--- config.mk ---
export PLATFORM = sky130hd
export DESIGN_NAME = sha1_message_digest
export DESIGN_NICKNAME = d
export VERILOG_FILES = /design/src/rtl/core/sha1md_pkg.sv /design/src/rtl/core/sha1md_core.sv /design/src/rtl/core/sha1_message_digest.sv
export SDC_FILE = /design/constraint.sdc
export NUM_CORES = 2
export LEC_CHECK = 0
export BUFFER_PORTS_ARGS = -buffer_cell sky130_fd_sc_hd__buf_4
export CORE_UTILIZATION = 50
export DETAILED_ROUTE_END_ITERATION = 7
export GPL_TIMING_DRIVEN = 0
export PLACE_DENSITY = 0.65
export SETUP_SLACK_MARGIN = 0.02
export SLEW_MARGIN = 5
export SYNTH_ARGS = -nofsm -noshare
export SYNTH_HDL_FRONTEND = slang
export SYNTH_SLANG_ARGS = --single-unit
--- constraint.sdc ---
create_clock -name clk_i -period 76.5 [get_ports clk_i]
set_input_delay 7.65 -clock clk_i [delete_from_list [all_inputs] [get_ports clk_i]]
set_output_delay 7.65 -clock clk_i [all_outputs]
set_load 0.005 [all_outputs]
--- src/rtl/core/sha1md_pkg.sv ---
// Shared types, constants and round functions for the SHA-1 digest block.
// Used by sha1md_core and sha1_message_digest; depends on nothing else.
package sha1md_pkg;

  localparam int unsigned WordW   = 32;
  localparam int unsigned NumH    = 5;
  localparam int unsigned WinDepth = 16;
  localparam int unsigned RoundW  = 7;
  localparam int unsigned LastRound = 79;
  localparam int unsigned CountW  = 61;
  localparam int unsigned PosW    = 6;
  localparam int unsigned IdxW    = 3;

  localparam logic [7:0]      PadByte  = 8'h80;
  localparam logic [PosW-1:0] LastPos  = 6'd63;
  localparam logic [PosW-1:0] LenPos   = 6'd56;
  localparam logic [IdxW-1:0] LastIdx  = 3'(NumH - 1);

  typedef logic [WordW-1:0] word_t;
  typedef logic [NumH-1:0][WordW-1:0] chain_t;

  typedef enum logic [1:0] {
    ST_IDLE,
    ST_PAD,
    ST_COMP,
    ST_OUT
  } state_e;

  typedef enum logic [1:0] {
    CS_IDLE,
    CS_ROUND,
    CS_ADD
  } core_state_e;

  // Control from the byte sequencer to the compression core
  typedef struct packed {
    logic push;   // shift one packed message word into the schedule window
    logic start;  // begin a compression on the current window
    logic init;   // load the chain value with the initial vector
  } core_ctl_t;

  function automatic word_t iv_word(input logic [IdxW-1:0] idx);
    word_t v;
    case (idx)
      3'd0:    v = 32'h67452301;
      3'd1:    v = 32'hEFCDAB89;
      3'd2:    v = 32'h98BADCFE;
      3'd3:    v = 32'h10325476;
      3'd4:    v = 32'hC3D2E1F0;
      default: v = '0;
    endcase
    return v;
  endfunction

  function automatic word_t rotl1(input word_t x);
    return {x[WordW-2:0], x[WordW-1]};
  endfunction

  function automatic word_t rotl5(input word_t x);
    return {x[WordW-6:0], x[WordW-1:WordW-5]};
  endfunction

  function automatic word_t rotl30(input word_t x);
    return {x[1:0], x[WordW-1:2]};
  endfunction

  function automatic word_t round_k(input logic [RoundW-1:0] r);
    word_t k;
    if (r inside {[7'd0:7'd19]}) begin
      k = 32'h5A827999;
    end else if (r inside {[7'd20:7'd39]}) begin
      k = 32'h6ED9EBA1;
    end else if (r inside {[7'd40:7'd59]}) begin
      k = 32'h8F1BBCDC;
    end else begin
      k = 32'hCA62C1D6;
    end
    return k;
  endfunction

  function automatic word_t round_f(input logic [RoundW-1:0] r, input word_t b,
                                    input word_t c, input word_t d);
    word_t f;
    if (r inside {[7'd0:7'd19]}) begin
      f = (b & c) | (~b & d);
    end else if (r inside {[7'd40:7'd59]}) begin
      f = (b & c) | (b & d) | (c & d);
    end else begin
      f = b ^ c ^ d;
    end
    return f;
  endfunction

endpackage

--- src/rtl/core/sha1md_core.sv ---
// SHA-1 compression core: 16-word schedule window, working registers a..e,
// one round adder reused for 80 rounds, and the chain value. Uses sha1md_pkg.
module sha1md_core (
  input  logic                  clk_i,
  input  logic                  rst_ni,
  input  sha1md_pkg::core_ctl_t ctl_i,
  input  sha1md_pkg::word_t     word_i,
  output logic                  done_o,
  output sha1md_pkg::chain_t    chain_o
);

  sha1md_pkg::core_state_e state_q, state_d;
  logic [sha1md_pkg::RoundW-1:0] round_q, round_d;
  sha1md_pkg::chain_t work_q, work_d;
  sha1md_pkg::chain_t chain_q, chain_d;
  sha1md_pkg::word_t win_q [sha1md_pkg::WinDepth];

  sha1md_pkg::word_t new_w;
  sha1md_pkg::word_t round_sum;
  logic              shift_en;

  // Schedule word sixteen positions ahead, and the round adder
  always_comb begin
    new_w = sha1md_pkg::rotl1(win_q[13] ^ win_q[8] ^ win_q[2] ^ win_q[0]);
    round_sum = sha1md_pkg::rotl5(work_q[0])
              + sha1md_pkg::round_f(round_q, work_q[1], work_q[2], work_q[3])
              + work_q[4]
              + sha1md_pkg::round_k(round_q)
              + win_q[0];
  end

  // Sequence load, rounds and the final chain add
  always_comb begin
    state_d  = state_q;
    round_d  = round_q;
    work_d   = work_q;
    chain_d  = chain_q;
    shift_en = 1'b0;
    case (state_q)
      sha1md_pkg::CS_IDLE: begin
        shift_en = ctl_i.push;
        if (ctl_i.start) begin
          work_d  = chain_q;
          round_d = '0;
          state_d = sha1md_pkg::CS_ROUND;
        end
      end
      sha1md_pkg::CS_ROUND: begin
        shift_en  = 1'b1;
        work_d[4] = work_q[3];
        work_d[3] = work_q[2];
        work_d[2] = sha1md_pkg::rotl30(work_q[1]);
        work_d[1] = work_q[0];
        work_d[0] = round_sum;
        if (round_q == sha1md_pkg::RoundW'(sha1md_pkg::LastRound)) begin
          round_d = '0;
          state_d = sha1md_pkg::CS_ADD;
        end else begin
          round_d = round_q + 1'b1;
        end
      end
      sha1md_pkg::CS_ADD: begin
        for (int i = 0; i < sha1md_pkg::NumH; i++) begin
          chain_d[i] = chain_q[i] + work_q[i];
        end
        state_d = sha1md_pkg::CS_IDLE;
      end
      default: state_d = sha1md_pkg::CS_IDLE;
    endcase
    if (ctl_i.init) begin
      for (int i = 0; i < sha1md_pkg::NumH; i++) begin
        chain_d[i] = sha1md_pkg::iv_word(sha1md_pkg::IdxW'(i));
      end
    end
  end

  always_ff @(posedge clk_i or negedge rst_ni) begin
    if (!rst_ni) begin
      state_q <= sha1md_pkg::CS_IDLE;
      round_q <= '0;
      work_q  <= '0;
      for (int i = 0; i < sha1md_pkg::NumH; i++) begin
        chain_q[i] <= sha1md_pkg::iv_word(sha1md_pkg::IdxW'(i));
      end
    end else begin
      state_q <= state_d;
      round_q <= round_d;
      work_q  <= work_d;
      chain_q <= chain_d;
    end
  end

  // Advance the schedule window: message words in while loading, W[t+16] in rounds
  always_ff @(posedge clk_i) begin
    if (shift_en) begin
      for (int i = 0; i < sha1md_pkg::WinDepth - 1; i++) begin
        win_q[i] <= win_q[i+1];
      end
      win_q[sha1md_pkg::WinDepth-1] <= (state_q == sha1md_pkg::CS_ROUND) ? new_w : word_i;
    end
  end

  assign done_o  = (state_q == sha1md_pkg::CS_ADD);
  assign chain_o = chain_q;

  a_start_idle: assert property (@(posedge clk_i) disable iff (!rst_ni)
    ctl_i.start |-> state_q == sha1md_pkg::CS_IDLE)
    else $error("compression started while core busy");

  a_round_to_add: assert property (@(posedge clk_i) disable iff (!rst_ni)
    (state_q == sha1md_pkg::CS_ROUND && round_q == 7'd79) |=> done_o)
    else $error("final add did not follow the last round");

  a_round_zero_outside: assert property (@(posedge clk_i) disable iff (!rst_ni)
    state_q != sha1md_pkg::CS_ROUND |-> round_q == '0)
    else $error("round counter left nonzero outside rounds");

endmodule

--- src/rtl/core/sha1_message_digest.sv ---
// SHA-1 digest of a byte stream. Bytes that do not finish a 64-byte block
// transfer back to back; a block-closing byte holds the input off while the
// 80 rounds on the shared round adder and the chain add run. Closing the
// message feeds pad bytes at 1 per cycle (up to 72), with a compression after
// each padded block, then 5 digest transfers. Reset loads the initial vector,
// clears counters and returns to idle; no clearing pass. Uses sha1md_pkg, sha1md_core.
module sha1_message_digest (
  input  logic        clk_i,
  input  logic        rst_ni,
  input  logic        in_valid_i,
  output logic        in_ready_o,
  input  logic [7:0]  msg_byte_i,
  input  logic        has_byte_i,
  input  logic        end_of_message_i,
  output logic        out_valid_o,
  input  logic        out_ready_i,
  output logic [31:0] digest_word_o,
  output logic [2:0]  word_index_o,
  output logic        last_word_o
);

  sha1md_pkg::state_e state_q, state_d;
  logic [sha1md_pkg::PosW-1:0]   pos_q, pos_d;
  logic [sha1md_pkg::CountW-1:0] count_q, count_d;
  logic [23:0]                   pack_q;
  logic                          first_q, first_d;
  logic                          len_blk_q, len_blk_d;
  logic                          pend_q, pend_d;
  logic                          fin_q, fin_d;
  logic [sha1md_pkg::IdxW-1:0]   idx_q, idx_d;

  logic                      in_xfer, out_xfer;
  logic                      byte_push;
  logic [7:0]                byte_val, pad_byte, len_byte;
  logic [63:0]               len_bits;
  logic [sha1md_pkg::PosW-1:0] pos_next;
  sha1md_pkg::core_ctl_t     core_ctl;
  sha1md_pkg::word_t         core_word;
  logic                      core_done;
  sha1md_pkg::chain_t        chain;

  assign in_ready_o  = (state_q == sha1md_pkg::ST_IDLE);
  assign out_valid_o = (state_q == sha1md_pkg::ST_OUT);
  assign in_xfer     = in_valid_i & in_ready_o;
  assign out_xfer    = out_valid_o & out_ready_i;

  // Pick the byte to pack: message byte, or 0x80 / zero / length while padding
  always_comb begin
    len_bits = {count_q, 3'b000};
    len_byte = len_bits[8*(7 - 32'(pos_q[2:0])) +: 8];
    if (first_q) begin
      pad_byte = sha1md_pkg::PadByte;
    end else if (len_blk_q && pos_q >= sha1md_pkg::LenPos) begin
      pad_byte = len_byte;
    end else begin
      pad_byte = '0;
    end
    byte_push = (in_xfer & has_byte_i) | (state_q == sha1md_pkg::ST_PAD);
    byte_val  = (state_q == sha1md_pkg::ST_PAD) ? pad_byte : msg_byte_i;
    core_word = {pack_q, byte_val};
    core_ctl.push  = byte_push && (pos_q[1:0] == 2'd3);
    core_ctl.start = byte_push && (pos_q == sha1md_pkg::LastPos);
    core_ctl.init  = out_xfer && (idx_q == sha1md_pkg::LastIdx);
    pos_next = has_byte_i ? pos_q + 1'b1 : pos_q;
  end

  // Next state: absorb, pad, wait for compression, emit digest words
  always_comb begin
    state_d   = state_q;
    pos_d     = byte_push ? pos_q + 1'b1 : pos_q;
    count_d   = (in_xfer && has_byte_i) ? count_q + 1'b1 : count_q;
    first_d   = first_q;
    len_blk_d = len_blk_q;
    pend_d    = pend_q;
    fin_d     = fin_q;
    idx_d     = idx_q;
    case (state_q)
      sha1md_pkg::ST_IDLE: begin
        if (in_xfer) begin
          if (end_of_message_i) begin
            first_d   = 1'b1;
            pend_d    = 1'b1;
            len_blk_d = (pos_next < sha1md_pkg::LenPos);
          end
          if (has_byte_i && pos_q == sha1md_pkg::LastPos) begin
            state_d = sha1md_pkg::ST_COMP;
          end else if (end_of_message_i) begin
            state_d = sha1md_pkg::ST_PAD;
          end
        end
      end
      sha1md_pkg::ST_PAD: begin
        first_d = 1'b0;
        if (pos_q == sha1md_pkg::LastPos) begin
          state_d = sha1md_pkg::ST_COMP;
          if (len_blk_q) begin
            fin_d = 1'b1;
          end else begin
            len_blk_d = 1'b1;
          end
        end
      end
      sha1md_pkg::ST_COMP: begin
        if (core_done) begin
          if (fin_q) begin
            state_d = sha1md_pkg::ST_OUT;
          end else if (pend_q) begin
            state_d = sha1md_pkg::ST_PAD;
          end else begin
            state_d = sha1md_pkg::ST_IDLE;
          end
        end
      end
      sha1md_pkg::ST_OUT: begin
        if (out_xfer) begin
          if (idx_q == sha1md_pkg::LastIdx) begin
            idx_d     = '0;
            pos_d     = '0;
            count_d   = '0;
            first_d   = 1'b0;
            len_blk_d = 1'b0;
            pend_d    = 1'b0;
            fin_d     = 1'b0;
            state_d   = sha1md_pkg::ST_IDLE;
          end else begin
            idx_d = idx_q + 1'b1;
          end
        end
      end
      default: state_d = sha1md_pkg::ST_IDLE;
    endcase
  end

  always_ff @(posedge clk_i or negedge rst_ni) begin
    if (!rst_ni) begin
      state_q   <= sha1md_pkg::ST_IDLE;
      pos_q     <= '0;
      count_q   <= '0;
      first_q   <= 1'b0;
      len_blk_q <= 1'b0;
      pend_q    <= 1'b0;
      fin_q     <= 1'b0;
      idx_q     <= '0;
    end else begin
      state_q   <= state_d;
      pos_q     <= pos_d;
      count_q   <= count_d;
      first_q   <= first_d;
      len_blk_q <= len_blk_d;
      pend_q    <= pend_d;
      fin_q     <= fin_d;
      idx_q     <= idx_d;
    end
  end

  // Hold the three earlier bytes of the word being packed, big-endian
  always_ff @(posedge clk_i) begin
    if (byte_push) begin
      pack_q <= {pack_q[15:0], byte_val};
    end
  end

  sha1md_core u_core (
    .clk_i   (clk_i),
    .rst_ni  (rst_ni),
    .ctl_i   (core_ctl),
    .word_i  (core_word),
    .done_o  (core_done),
    .chain_o (chain)
  );

  // Select the digest word for the current transfer
  always_comb begin
    case (idx_q)
      3'd0:    digest_word_o = chain[0];
      3'd1:    digest_word_o = chain[1];
      3'd2:    digest_word_o = chain[2];
      3'd3:    digest_word_o = chain[3];
      3'd4:    digest_word_o = chain[4];
      default: digest_word_o = '0;
    endcase
  end

  assign word_index_o = idx_q;
  assign last_word_o  = (idx_q == sha1md_pkg::LastIdx);

  a_no_overlap: assert property (@(posedge clk_i) disable iff (!rst_ni)
    in_ready_o |-> !out_valid_o)
    else $error("input ready while digest pending");

  a_index_range: assert property (@(posedge clk_i) disable iff (!rst_ni)
    out_valid_o |-> (word_index_o <= sha1md_pkg::LastIdx))
    else $error("digest word index out of range");

  a_ready_after_last: assert property (@(posedge clk_i) disable iff (!rst_ni)
    (out_xfer && last_word_o) |=> (in_ready_o && pos_q == '0 && count_q == '0))
    else $error("block not restarted after last digest word");

  a_done_in_comp: assert property (@(posedge clk_i) disable iff (!rst_ni)
    core_done |-> state_q == sha1md_pkg::ST_COMP)
    else $error("compression finished outside the wait state");

  a_start_at_block_end: assert property (@(posedge clk_i) disable iff (!rst_ni)
    core_ctl.start |-> core_ctl.push && state_d == sha1md_pkg::ST_COMP)
    else $error("compression started without a full block");

endmodule

**After elaboration in Yosys (flattened, before gate mapping)**

Memories as Yosys holds them, arrays and structs flattened.
Cells that the tools add are included.

- Bits in read-only memories: 0
- Word-level logic and storage cells: 165
- Bits of input ports: 14
- RAM bits: 512
- Output and inout port bits: 38
- Memories kept: 1
- Latch bits: 0
- Register bits: 429

- Shift operators: 1
- Multiplexer cells: 56
- Multiply operators: 0
- Divide/modulo/power cells: 0
- Reductions and logical operators: 25
- Equal/unequal tests: 22
- Add/subtract/negate cells: 14
- Bitwise operators: 17
- Order comparisons: 8

Memories:

| memory | words | width | rd ports | clocked after memory_dff | wr ports | RTL line | text |
|---|---|---|---|---|---|---|---|
| u_core.win_q | 16 | 32 | 16 | 0 | 16 | sha1md_core.sv:16 | `sha1md_pkg::word_t win_q [sha1md_pkg::WinDepth];` |

Operator list:

| kind | count |
|---|---|
| $mux 160 | 3 |
| $pmux 160 s2 | 1 |
| $add 32x32->32 | 9 |
| $mux 61 | 4 |
| $mux 32 | 5 |
| $pmux 32 s5 | 1 |
| $xor 32x32->32 | 5 |
| $and 32x32->32 | 4 |
| $or 32x32->32 | 3 |
| $shiftx 64x33->8 | 1 |
| $add 61x1->61 const B | 1 |
| $not 32->32 | 1 |
| $mux 31 | 1 |
| $mux 6 | 5 |
| $mux 8 | 3 |
| $mux 2 | 10 |
| $reduce_and 5->1 | 3 |
| $le 7x6->1 const B | 2 |
| $mux 7 | 2 |
| $pmux 7 s2 | 1 |
| $mux 1 | 12 |
| $ne 2x1->1 const B | 6 |
| $reduce_and 6->1 | 2 |
| $logic_and 1x1->1 | 9 |
| 31 further kinds | 49 |

**Depth between registers and ports, before layout**

- Word-level depth: 10
- Gate-level depth with buffers: 30
- Gate-level depth less buffers: 28

**Hierarchy**

From an unflattened synthesis, not the netlist that was laid out.

- Cell total of the unflattened synthesis: 4602
- Area total of the unflattened synthesis: 49698.9 µm²

Modules (own cells, without submodules):

| module | cells each | times used | area an instance (µm²) | sequential area each (µm²) |
|---|---|---|---|---|
| sha1md_core | 3937 | 1 | 43472.9 | 23707.7 |
| sha1_message_digest | 665 | 1 | 6226.0 | 2622.5 |

**Worst setup path after synthesis**

No wires, ideal clock.

- Kind: input-to-reg
- Start point: in in_valid_i
- End point: mem u_core.win_q[0][0] (netlist bit), enable pin
- Data arrival time: 29.937 ns
- Setup time: 1.402 ns
- Buffers on the path: 1
- Data required time: 75.098 ns
- Path slack: 45.161 ns
- Stages: 6
- Cells stage by stage: and3_1 buf_4 nor2_1 inv_1 a21oi_1 nor2_1

RTL lines:

| item | RTL line | text |
|---|---|---|
| from (decl) | sha1_message_digest.sv:10 | `input logic in_valid_i,` |
| to (decl) | sha1md_core.sv:16 |  |

**Worst setup path after layout**

- Start point: reg idx_q, in the netlist word_index_o[0]
- End point: out digest_word_o[28]

- Longest elaborated chain between the ends: 2
- Elaborated cells between the ends (all ways): 6
- Classes of those cells: eq/ne: 4; mux: 1; reduce/logical: 1

RTL lines:

| item | RTL line | text |
|---|---|---|
| from (decl) | sha1_message_digest.sv:30 | `logic [sha1md_pkg::IdxW-1:0] idx_q, idx_d;` |
| from (signal assigned) | sha1_message_digest.sv:152 | `idx_q <= idx_d;` |
| $eq 3x3->1, or another cell as far along | sha1_message_digest.sv:174 | `case (idx_q)` |
| $pmux 32 s5 * | sha1_message_digest.sv:174 |  |
| to (decl) | sha1_message_digest.sv:17 | `output logic [31:0] digest_word_o,` |

Mark *: on every way between the ends. The rest lies on a longest branch, timed or not.

==> metrics.cfg <==
[outcome]
status = finished, violations left
violations = design-rule violations, max-capacitance violations, max-slew violations

[timing]
worstMarginPinSlew_ns = 1.62
max_freq_ghz = 0.0879
post-route-period-util_pct = 14.9
finalClockSkew_ns = 0.0435
slew_viol_final = 11
fin_crit_ns = 11.38
tns_ns = 0
rsz0062_at_grt = false
setup_viol = 0
finalHoldViolations = 0
timing.slew.headroom_pct = -7.72

[global_routing]
grt_max_degree = 101
grt_pass1_wl_um = 232000
gr-total-overflow = 0
antenna_found_initial = 7
first_global_vias = 35200
grt_util_all_layers_pct = 32.3

[floorplan]
die-area_um2 = 99400
start_util_pct = 50.6
die_h_um = 315
io_pins = 52
rows = 114
die_x_um = 315
coreArea_um2 = 97000

[critical_path]
reg2reg_depth = 26
crit_path_end = digest_word_o[28]
r2r_start = u_core.round_q[0]$_DFFE_PN0P_
crit_required_ns = 68.85
crit_fanout = 10
slowest_delay_ns = 0.85
critical_path.endpoint_type = output pin
crit_start = word_index_o[0]$_DFFE_PN0P_
crit_chain = inv_1 > ha_1 > nand2_1 > inv_2 > buf_1 > a22oi_1 > nand3_1 > buf_4
start_kind = register
slowest_stage = buf_1
arrival_ns = 3.73
r2r_setup_slack_ns = 67.21
crit_type = register to output pin
r2r-end = u_core.work_q[31]$_DFFE_PN0P_

[synthesis]
yosysWarnings = 0
synth_top_area_share_pct = 32.8
ys_async_sr_fraction_pct = 43.0
postSynthCellCount = 4482
synth-seq-cells = 941
yosysUniqueCellTypes = 89
synth-edff-count = 536
syn_area_um2 = 49100
synth.avg_cell_area_um2 = 10.9
ys_seq_area_share_pct = 53.7
synth_ff_type = edfxtp_1
synth.largest_area_cell = edfxtp_1
yosys-top-cells-area = edfxtp_1, dfrtp_1, ha_1
synth_fp_nets = 4850

[route]
vias = 36800
ant_nets = 0
drc = 12
vias_per_cell = 6.10
wl_per_cell_um = 26.6
drt_iter0_markers = 4453
wirelength_um = 160000
drt_pass1_iterations = 8

[cts]
cts_tree = built
cts_buffers = 101
cts_setup_buffers = 0
insertion_delay_ns = 0.72
cts_max_path_buffers = 3
htreeDepth = 3
clkTransAtPathRegs_ns = 0.07
clockRootBuffer = clkbuf_16
ctsHoldBuffers = 0
cts.repair.resized = 0
cts_sinks = 941

[pwr]
powerDensity_nw_per_um2 = 27.3
total_power_mw = 1.50
ir_drop_uv = 21.3
p_leak_nw = 22.1

[cells_and_area]
final_nets = 5027
instances_no_fill = 6023
area_delta_synth_final_pct = 12.1
post_route_cells_drive_above_1_share_pct = 7.67
fin_util_pct = 56.7
n_fill_cell = 8245
multi_input_area_um2 = 21200
seqCellArea_um2 = 26300

[placement]
hpwl_um = 120000
place_congestion = 1.05
io_buffers = 51
dp_cells = 5830

[hold_path]
hold_path_class = register to register

[run]
max_cap_violations = 1

## metal layers
metal  track usage (%)  part of all wire, %  vias up
met3              6.75                  9.4      501
met5                 0                0.059        -
met2              47.9                   43     1901
met4              19.7                  7.1       10
met1              43.6                   40    18000
li1                  -                    -    16400
## area by class of cell
cell class / count / area share [%]
flip-flops and latches: 941 / 47.8
multi-input cells: 3138 / 38.6
clock buffers: 138 / 5.14
well taps: 1276 / 2.90
repair buffers: 74 / 1.62
inverters: 217 / 1.48
plain buffers: 186 / 1.29
clock inverters: 51 / 1.14
diodes: 2 / 0.00909
## power by group
| group | switching [mW] | internal (mW) |
|---|---|---|
| registers | 0.0459 | 0.621 |
| clock network | 0.214 | 0.295 |
| logic | 0.203 | 0.126 |
## critical path, delay by kind of cell (launching register included)
kind | cells | cell delay [ns]
AND/OR/NAND/NOR | 2 | 0.41
buffers and inverters | 4 | 1.47
flip-flops | 1 | 0.46
adder cells (fa/ha/maj) | 1 | 0.30
AO/OA/AOI/OAI | 1 | 0.36
## state kept, by name, summed over array words and instances, names as in the netlist
| register | count |
|---|---|
| u_core.win_q | 512 |
| u_core.chain_o | 160 |
| u_core.work_q | 160 |
| count_q | 61 |
| pack_q | 24 |
| u_core.round_q | 7 |
| pos_q | 6 |
| word_index_o | 3 |
| state_q | 2 |
| u_core.state_q | 2 |
| fin_q | 1 |
| first_q | 1 |
| len_blk_q | 1 |
| pend_q | 1 |
## cell usage after synthesis (10+ instances only)
cell type / count
nand3_1: 90
nand4_1: 21
nor3_1: 35
or3_1: 40
inv_1: 215
o21bai_1: 25
dfrtp_1: 325
nand2b_1: 37
xnor2_1: 198
and3_1: 36
dfstp_2: 80
o21ai_0: 209
edfxtp_1: 536
o21a_1: 28
a222oi_1: 11
nand2_1: 675
o211ai_1: 71
and2_1: 11
ha_1: 238
o32ai_1: 13
a31oi_1: 161
clkbuf_1: 171
a21oi_1: 282
xor2_1: 100
nor2_1: 343
a22oi_1: 53
mux2i_1: 19
buf_1: 10
a21o_1: 78
mux4_2: 13
fa_1: 116
a211oi_1: 36
o31ai_1: 13
nor2b_1: 52
## cells in the final DEF, fill, tap and decap left out, types with 161 or more instances in the layout
master    instances
dfrtp_1         325
a31oi_1         161
xnor2_1         198
nand2_1         675
o21ai_0         209
edfxtp_1        536
ha_1            238
clkbuf_1        193
nor2_1          342
inv_1           215
a21oi_1         282
## stage by stage
step / hold WS, ns / setup slack (ns) / instance area, um^2
after global routing: 0.413 / 65.23 / 55000
final: 0.410 / 65.12 / 55000
after global placement: 0.400 / 36.79 / 51100
after CTS: 0.411 / 65.38 / 55000
after detailed placement: 0.405 / 64.82 / 51500
after floorplan: 0.400 / 45.16 / 49100
## worst min path at each step
stage / from / end / cells past startpoint
floorplan: u_core.win_q[0][32]$_DFFE_PP_ / u_core.win_q[0][0]$_DFFE_PP_ / 0
global route: u_core.win_q[1][89]$_DFFE_PP_ / u_core.win_q[1][57]$_DFFE_PP_ / 0
CTS: u_core.win_q[1][223]$_DFFE_PP_ / u_core.win_q[1][191]$_DFFE_PP_ / 0
finish: u_core.win_q[1][39]$_DFFE_PP_ / u_core.win_q[1][7]$_DFFE_PP_ / 0
detailed placement: u_core.win_q[0][151]$_DFFE_PP_ / u_core.win_q[0][119]$_DFFE_PP_ / 0
global placement: u_core.win_q[1][47]$_DFFE_PP_ / u_core.win_q[1][15]$_DFFE_PP_ / 0
## kinds of logic after synthesis
group | share of synthesized area, %
muxes | 1.05
and+or+nand+nor | 12.4
DFF | 53.7
adders and majority gates | 10.8
xor gates and xnor gates | 5.32
AOI/OAI and AO/OA | 13.7
buffers and inverters | 3.10
Note: power is estimated with default switching activity, not from simulation.
